--- src/rtl/cet_pkg.sv ---
// ---------------------------------------------------------------------------
// cet_pkg: shared types and codes for the countdown event table
// Entry layout, command and result kind codes, default table depth.
// ---------------------------------------------------------------------------
`default_nettype none

package cet_pkg;

  // Default number of table slots
  localparam int unsigned TABLE_DEPTH_DEF = 16;

  // Command codes
  localparam logic CMD_ADD  = 1'b0;
  localparam logic CMD_TICK = 1'b1;

  // Result kind codes
  localparam logic [1:0] KIND_ADD_OK    = 2'd0;
  localparam logic [1:0] KIND_ADD_DROP  = 2'd1;
  localparam logic [1:0] KIND_EXPIRED   = 2'd2;
  localparam logic [1:0] KIND_TICK_NONE = 2'd3;

  // One stored event, 56 bits
  typedef struct packed {
    logic [3:0]  x;
    logic [7:0]  y;
    logic [3:0]  z;
    logic [7:0]  etype;
    logic [31:0] count;
  } entry_t;

endpackage

`default_nettype wire

--- src/rtl/cet_mem.sv ---
// ---------------------------------------------------------------------------
// cet_mem: event entry storage
// Single write port, single read port, read data registered.
// ---------------------------------------------------------------------------
`default_nettype none

module cet_mem #(
  parameter int unsigned TABLE_DEPTH = cet_pkg::TABLE_DEPTH_DEF,
  localparam int unsigned AW = (TABLE_DEPTH > 1) ? $clog2(TABLE_DEPTH) : 1
) (
  input  wire logic            clk,
  input  wire logic            we,
  input  wire logic [AW-1:0]   waddr,
  input  wire cet_pkg::entry_t wdata,
  input  wire logic            re,
  input  wire logic [AW-1:0]   raddr,
  output cet_pkg::entry_t      rdata
);

  cet_pkg::entry_t mem [TABLE_DEPTH];

  // Write the entry
  always_ff @(posedge clk) begin
    if (we) begin
      mem[waddr] <= wdata;
    end
  end

  // Register the read word
  always_ff @(posedge clk) begin
    if (re) begin
      rdata <= mem[raddr];
    end
  end

endmodule

`default_nettype wire

--- src/rtl/cet_walk.sv ---
// ---------------------------------------------------------------------------
// cet_walk: command sequencer for the countdown event table
// Appends entries on add unless full, walks the table on tick: emits expired entries,
// compacts survivors in place with their count decremented.
// ---------------------------------------------------------------------------
`default_nettype none

module cet_walk #(
  parameter int unsigned TABLE_DEPTH = cet_pkg::TABLE_DEPTH_DEF,
  localparam int unsigned AW = (TABLE_DEPTH > 1) ? $clog2(TABLE_DEPTH) : 1,
  localparam int unsigned CW = $clog2(TABLE_DEPTH + 1)
) (
  input  wire logic          clk,
  input  wire logic          rst,
  // command side
  input  wire logic          start,
  output logic               busy,
  input  wire logic          cmd,
  input  wire logic [3:0]    pos_x,
  input  wire logic [7:0]    pos_y,
  input  wire logic [3:0]    pos_z,
  input  wire logic [7:0]    event_type,
  input  wire logic [31:0]   timeout_ticks,
  // result side
  output logic               valid,
  output logic [1:0]         kind,
  output logic [3:0]         out_x,
  output logic [7:0]         out_y,
  output logic [3:0]         out_z,
  output logic [7:0]         out_type,
  output logic               last,
  // memory port
  output logic               mem_we,
  output logic [AW-1:0]      mem_waddr,
  output cet_pkg::entry_t    mem_wdata,
  output logic               mem_re,
  output logic [AW-1:0]      mem_raddr,
  input  wire cet_pkg::entry_t mem_rdata
);

  typedef enum logic [2:0] {
    S_IDLE = 3'b001,
    S_WALK = 3'b010,
    S_FIN  = 3'b100
  } state_t;

  state_t          state;
  logic [CW-1:0]   count;
  logic [CW-1:0]   keep;
  logic [CW-1:0]   proc;
  logic            pend_valid;
  cet_pkg::entry_t pend;

  logic          accept;
  logic          acc_add;
  logic          acc_tick;
  logic          full;
  logic [CW-1:0] next_idx;
  logic          at_end;
  logic          cur_expired;
  cet_pkg::entry_t add_word;
  cet_pkg::entry_t dec_word;

  logic          valid_next;
  logic [1:0]    kind_next;
  logic [3:0]    out_x_next;
  logic [7:0]    out_y_next;
  logic [3:0]    out_z_next;
  logic [7:0]    out_type_next;
  logic          last_next;

  assign busy     = (state != S_IDLE);
  assign accept   = start && (state == S_IDLE);
  assign acc_add  = accept && (cmd == cet_pkg::CMD_ADD);
  assign acc_tick = accept && (cmd == cet_pkg::CMD_TICK);
  assign full     = (count >= CW'(TABLE_DEPTH));
  assign next_idx = proc + CW'(1);
  assign at_end   = (next_idx == count);
  assign cur_expired = (mem_rdata.count == 32'd0);

  // Build the appended word and the decremented survivor
  always_comb begin
    add_word       = '0;
    add_word.x     = pos_x;
    add_word.y     = pos_y;
    add_word.z     = pos_z;
    add_word.etype = event_type;
    add_word.count = timeout_ticks;
    dec_word       = mem_rdata;
    dec_word.count = mem_rdata.count - 32'd1;
  end

  // Drive the memory port: append on add, compact during the walk
  always_comb begin
    mem_we    = 1'b0;
    mem_waddr = count[AW-1:0];
    mem_wdata = add_word;
    mem_re    = 1'b0;
    mem_raddr = '0;
    case (state)
      S_IDLE: begin
        mem_we = acc_add && !full;
        mem_re = acc_tick && (count != '0);
      end
      S_WALK: begin
        mem_we    = !cur_expired;
        mem_waddr = keep[AW-1:0];
        mem_wdata = dec_word;
        mem_re    = !at_end;
        mem_raddr = next_idx[AW-1:0];
      end
      default: begin
      end
    endcase
  end

  // Sequence commands, hold one expired entry back to mark the last one
  always_ff @(posedge clk) begin
    if (rst) begin
      state      <= S_IDLE;
      count      <= '0;
      keep       <= '0;
      proc       <= '0;
      pend_valid <= 1'b0;
    end else begin
      case (state)
        S_IDLE: begin
          keep       <= '0;
          proc       <= '0;
          pend_valid <= 1'b0;
          if (acc_add) begin
            if (!full) begin
              count <= count + CW'(1);
            end
          end else if (acc_tick) begin
            if (count != '0) begin
              state <= S_WALK;
            end
          end
        end
        S_WALK: begin
          if (cur_expired) begin
            pend_valid <= 1'b1;
          end else begin
            keep <= keep + CW'(1);
          end
          proc <= next_idx;
          if (at_end) begin
            state <= S_FIN;
          end
        end
        S_FIN: begin
          count <= keep;
          state <= S_IDLE;
        end
        default: begin
          state <= S_IDLE;
        end
      endcase
    end
  end

  // Hold the most recent expired entry
  always_ff @(posedge clk) begin
    if (state == S_WALK && cur_expired) begin
      pend <= mem_rdata;
    end
  end

  // Form the next result word
  always_comb begin
    valid_next    = 1'b0;
    kind_next     = cet_pkg::KIND_TICK_NONE;
    out_x_next    = '0;
    out_y_next    = '0;
    out_z_next    = '0;
    out_type_next = '0;
    last_next     = 1'b1;
    case (state)
      S_IDLE: begin
        valid_next = acc_add || (acc_tick && (count == '0));
        if (acc_add) begin
          kind_next = full ? cet_pkg::KIND_ADD_DROP : cet_pkg::KIND_ADD_OK;
        end
      end
      S_WALK: begin
        // emit the held entry, a newer expired one follows it
        valid_next    = cur_expired && pend_valid;
        kind_next     = cet_pkg::KIND_EXPIRED;
        out_x_next    = pend.x;
        out_y_next    = pend.y;
        out_z_next    = pend.z;
        out_type_next = pend.etype;
        last_next     = 1'b0;
      end
      S_FIN: begin
        valid_next = 1'b1;
        if (pend_valid) begin
          kind_next     = cet_pkg::KIND_EXPIRED;
          out_x_next    = pend.x;
          out_y_next    = pend.y;
          out_z_next    = pend.z;
          out_type_next = pend.etype;
        end
      end
      default: begin
      end
    endcase
  end

  // Register the result strobe
  always_ff @(posedge clk) begin
    if (rst) begin
      valid <= 1'b0;
    end else begin
      valid <= valid_next;
    end
  end

  // Load the result word
  always_ff @(posedge clk) begin
    kind     <= kind_next;
    out_x    <= out_x_next;
    out_y    <= out_y_next;
    out_z    <= out_z_next;
    out_type <= out_type_next;
    last     <= last_next;
  end

endmodule

`default_nettype wire

--- src/rtl/countdown_event_table_top.sv ---
// ---------------------------------------------------------------------------
// countdown_event_table_top: ordered table of pending countdown events
// An add leaves busy low and gives one word. A tick of a table holding N
// entries keeps busy high through the walk (one read per cycle through the
// single read port of the entry memory) and a closing state, and gives one
// word per expired entry, oldest first, or one "nothing expired" word; an
// empty table answers a tick without raising busy. Each word is shown for
// exactly one cycle with valid high and cannot be held off, so the receiver
// must take it in that cycle. last marks the final word of a command.
// ---------------------------------------------------------------------------
`default_nettype none

module countdown_event_table_top #(
  parameter int unsigned TABLE_DEPTH = cet_pkg::TABLE_DEPTH_DEF
) (
  input  wire logic          clk,
  input  wire logic          rst,
  input  wire logic          start,
  output logic               busy,
  input  wire logic          cmd,
  input  wire logic [3:0]    pos_x,
  input  wire logic [7:0]    pos_y,
  input  wire logic [3:0]    pos_z,
  input  wire logic [7:0]    event_type,
  input  wire logic [31:0]   timeout_ticks,
  output logic               valid,
  output logic [1:0]         kind,
  output logic [3:0]         out_x,
  output logic [7:0]         out_y,
  output logic [3:0]         out_z,
  output logic [7:0]         out_type,
  output logic               last
);

  localparam int unsigned AW = (TABLE_DEPTH > 1) ? $clog2(TABLE_DEPTH) : 1;

  logic            mem_we;
  logic [AW-1:0]   mem_waddr;
  cet_pkg::entry_t mem_wdata;
  logic            mem_re;
  logic [AW-1:0]   mem_raddr;
  cet_pkg::entry_t mem_rdata;

  // Sequence commands and results
  cet_walk #(
    .TABLE_DEPTH (TABLE_DEPTH)
  ) u_walk (
    .clk           (clk),
    .rst           (rst),
    .start         (start),
    .busy          (busy),
    .cmd           (cmd),
    .pos_x         (pos_x),
    .pos_y         (pos_y),
    .pos_z         (pos_z),
    .event_type    (event_type),
    .timeout_ticks (timeout_ticks),
    .valid         (valid),
    .kind          (kind),
    .out_x         (out_x),
    .out_y         (out_y),
    .out_z         (out_z),
    .out_type      (out_type),
    .last          (last),
    .mem_we        (mem_we),
    .mem_waddr     (mem_waddr),
    .mem_wdata     (mem_wdata),
    .mem_re        (mem_re),
    .mem_raddr     (mem_raddr),
    .mem_rdata     (mem_rdata)
  );

  // Store the entries
  cet_mem #(
    .TABLE_DEPTH (TABLE_DEPTH)
  ) u_mem (
    .clk   (clk),
    .we    (mem_we),
    .waddr (mem_waddr),
    .wdata (mem_wdata),
    .re    (mem_re),
    .raddr (mem_raddr),
    .rdata (mem_rdata)
  );

endmodule

`default_nettype wire

--- config.mk ---
export PLATFORM = sky130hd
export DESIGN_NAME = countdown_event_table_top
export DESIGN_NICKNAME = d
export VERILOG_FILES = /design/src/rtl/cet_pkg.sv /design/src/rtl/cet_mem.sv /design/src/rtl/cet_walk.sv /design/src/rtl/countdown_event_table_top.sv
export SDC_FILE = /design/constraint.sdc
export NUM_CORES = 1
export LEC_CHECK = 0
export ABC_AREA = 1
export BUFFER_PORTS_ARGS = -buffer_cell sky130_fd_sc_hd__clkbuf_2
export CORE_MARGIN = 2
export CORE_UTILIZATION = 45
export CTS_BUF_LIST = sky130_fd_sc_hd__clkbuf_16
export CTS_CLUSTER_SIZE = 10
export DETAILED_ROUTE_END_ITERATION = 7
export PLACE_DENSITY = 0.73
export SYNTH_ARGS = -nofsm -noshare
export SYNTH_HDL_FRONTEND = slang
export SYNTH_SLANG_ARGS = --single-unit
--- constraint.sdc ---
create_clock -name clk -period 4.23 [get_ports clk]
set_input_delay 0.2115 -clock clk [delete_from_list [all_inputs] [get_ports clk]]
set_output_delay 0.2115 -clock clk [all_outputs]
set_load 0.02 [all_outputs]
==> flow_summary.ini <==
[detailed_routing]
routed-wl-met3_um = 11450
wl_per_cell_um = 19.33
drt-initial-drc-count = 3403
route.final.wire_length_um = 109400
drc = 0
met1_length_um = 45540
ant_nets = 0
met2_length_um = 49530
vias_per_cell = 5.249
first_pass_iters = 6
top_layer = met4
num_vias = 29720

[sta]
setup_tns_ns = 0
setup_viol = 0
rsz0062_at_grt = no
layout_setup_ws_ns = 0.4103
skew_ns = 0.03635
period_share_pct = 90.30
max_freq_mhz = 261.8
period_needed_ns = 3.820
slew_viol_final = 0
timing.hold.ws_ns = 0.1140
slew_headroom_pct = 30.27
worstMarginPinSlew_ns = 1.043
hold_violations = 0

[floorplan]
fp.dieArea_um2 = 99350
io_pins = 89
start_util_pct = 45.27
std_cell_rows = 114
die_y_um = 315.2
core_area_um2 = 96280
die_w_um = 315.2

[setup_path]
worstSetupPathType = reg2reg
start_kind = register
max_stage_delay_ns = 0.86
slowest_stage = nor2_4
cp_cell_sequence = inv_2 -> nand3_1 -> inv_1 -> nand2_1 -> nor2_1 -> dlygate4sd3_1 -> inv_1 -> o21ai_2 -> nand2_1 -> nor2_4 -> buf_12
cp_max_fo = 20
crit_family = simple AND/OR/NAND/NOR gates
endpoint_kind = register
cp_num_buf_inv = 5
arrival_ns = 4.18
worst-endpoint-required_ns = 4.59
ff2ff_setup_slack_ns = 0.41

[clock_network]
cts_tree = yes
cts_made_buffers = 114
cts_setup_buffers = 0
cts_resized = 0
clock-root-buffer = clkbuf_16
clock_path_buffers = 3
clk_pin_slew_worst_paths_ns = 0.06
h-tree-depth = 3
cts_hold_buffers = 4
cts_sinks = 1023
clk-insertion-delay-late_ns = 0.69

[power]
powerDensity_nw_per_um2 = 466.1
p_leak_nw = 20.35
ir_drop_mv = 0.3446
power_mw = 22.88

[synthesis]
ys.warnings.count = 0
ys_seq_area_share_pct = 69.41
synth.top_cell.area_share_pct = 67.25
synth_fp_nets = 4292
synth_fa_ha_area_share_pct = 0.1435
synth_top_area_cell = edfxtp_1
synth_compound_area_share_pct = 2.182
synth_top_family_by_area = simple AND/OR/NAND/NOR gates
syn_avg_cell_area_um2 = 10.31
netlist_top_cells_area = edfxtp_1 (67%), nand2_1 (12%), nand3_1 (5.5%)
synth_cell_type_count = 29
muxShareOfSynthArea_pct = 0
ys_ff_latch = 1023
synth-simple-area-share_pct = 20.73
synth_edf_count = 976
synth_xor_area_share_pct = 0.5828
ys.flop_type = edfxtp_1
synth_area_um2 = 43580
netlist_instances = 4227
async_flop_share_pct = 0

[run_status]
status = finished, final reports clean

[placed_design]
place.detailed.hpwl_um = 60720
dp.cells = 5478
placed_area_um2 = 45830
io_buffers = 88
dp_slack_ns = 0.7397
place_congestion = 0.8892

[final_layout]
drive_above_1_share_pct = 7.820
instances_no_fill = 5662
final_area_um2 = 49080
post-route-util_pct = 50.98
n_antenna_cell = 0
final_common_cell = nand2_1
layout_common_cells = nand2_1 (1388), edfxtp_1 (976), inv_1 (601)
nets = 4387
area_growth_pct = 12.62

[grt]
grt_max_degree = 148
grt_use_total_pct = 21.87
antenna_found_initial = 1
grt_pass1_vias = 27820
grt_pass1_wl_um = 165400
grt_remaining_overflow = 0

[run]
max_cap_violations = 0

[worst_hold_path]
hold_path_class = in2reg
[Yosys cell counts (4+ instances only)]
library cell	instances
nand2_1	1390
edfxtp_1	976
inv_1	550
nand3_1	476
nor2_1	346
o21ai_0	142
buf_2	113
clkbuf_1	56
dfxtp_1	47
buf_1	23
a21oi_1	17
xor2_1	16
xnor2_1	13
buf_4	11
nand4_1	8
o211ai_1	6
o21bai_1	6
ha_1	5
inv_2	5
or2_2	4
[worst register-to-register path, stage by stage, from the launching register on]
cell           delay [ns]
dfxtp_1              0.32
inv_2                0.07
nand3_1              0.37
inv_1                0.20
nand2_1              0.08
nor2_1               0.09
dlygate4sd3_1        0.55
inv_1                0.07
o21ai_2              0.27
nand2_1              0.31
nor2_4               0.86
buf_12               0.29
[cell type report]
class	count	area (um2)
multi-input combinational	2445	10500
inverter	556	2091
clock buffer	116	2903
clock inverter	64	299.0
tap	1276	1597
sequential	1023	30250
timing repair buffer	182	1444
fill	8242	47200
[path summary, 6_finish.rpt]
| kind | from | depth (start not counted) | end |
|---|---|---|---|
| setup / recovery | u_walk.state[2] | 11 | u_mem.mem[2][13] |
| hold / removal | timeout_ticks[19] | 4 | u_mem.mem[2][19] |
| setup reg to reg | u_walk.state[2] | 11 | u_mem.mem[2][13] |
| hold reg to reg | u_mem.rdata[51] | 0 | u_walk.pend[51] |
[routing by layer]
layer	track usage, %	vias up
met4	6.851	0
met3	4.861	211
met2	33.84	1508
met5	0	-
met1	30.86	14090
li1	-	13910
[logic make-up (layout without fill, tap and decap cells)]
logic type                 count (synthesis)  count (layout)
and+or+nand+nor                         2232            2232
DFF                                     1023            1023
buffers and inverters                    759             918
AOI/OAI and AO/OA                        179             179
xor gates and xnor gates                  29              29
adders and majority gates                  5               5
[state kept, by name, indices dropped and copies added, names as in the netlist, 3 cells and up]
signal / count
u_mem.mem: 896
u_mem.rdata: 56
u_walk.pend: 24
u_walk.out_type: 8
u_walk.out_y: 8
u_walk.count: 5
u_walk.keep: 5
u_walk.proc: 5
u_walk.out_x: 4
u_walk.out_z: 4
u_walk.state: 3
[power by group]
group	internal (mW)	switching, mW
Combinational	0.567	1.63
Clock	4.87	3.74
Sequential	11.8	0.262
No activity file was read; power rests on OpenSTA's default activity.
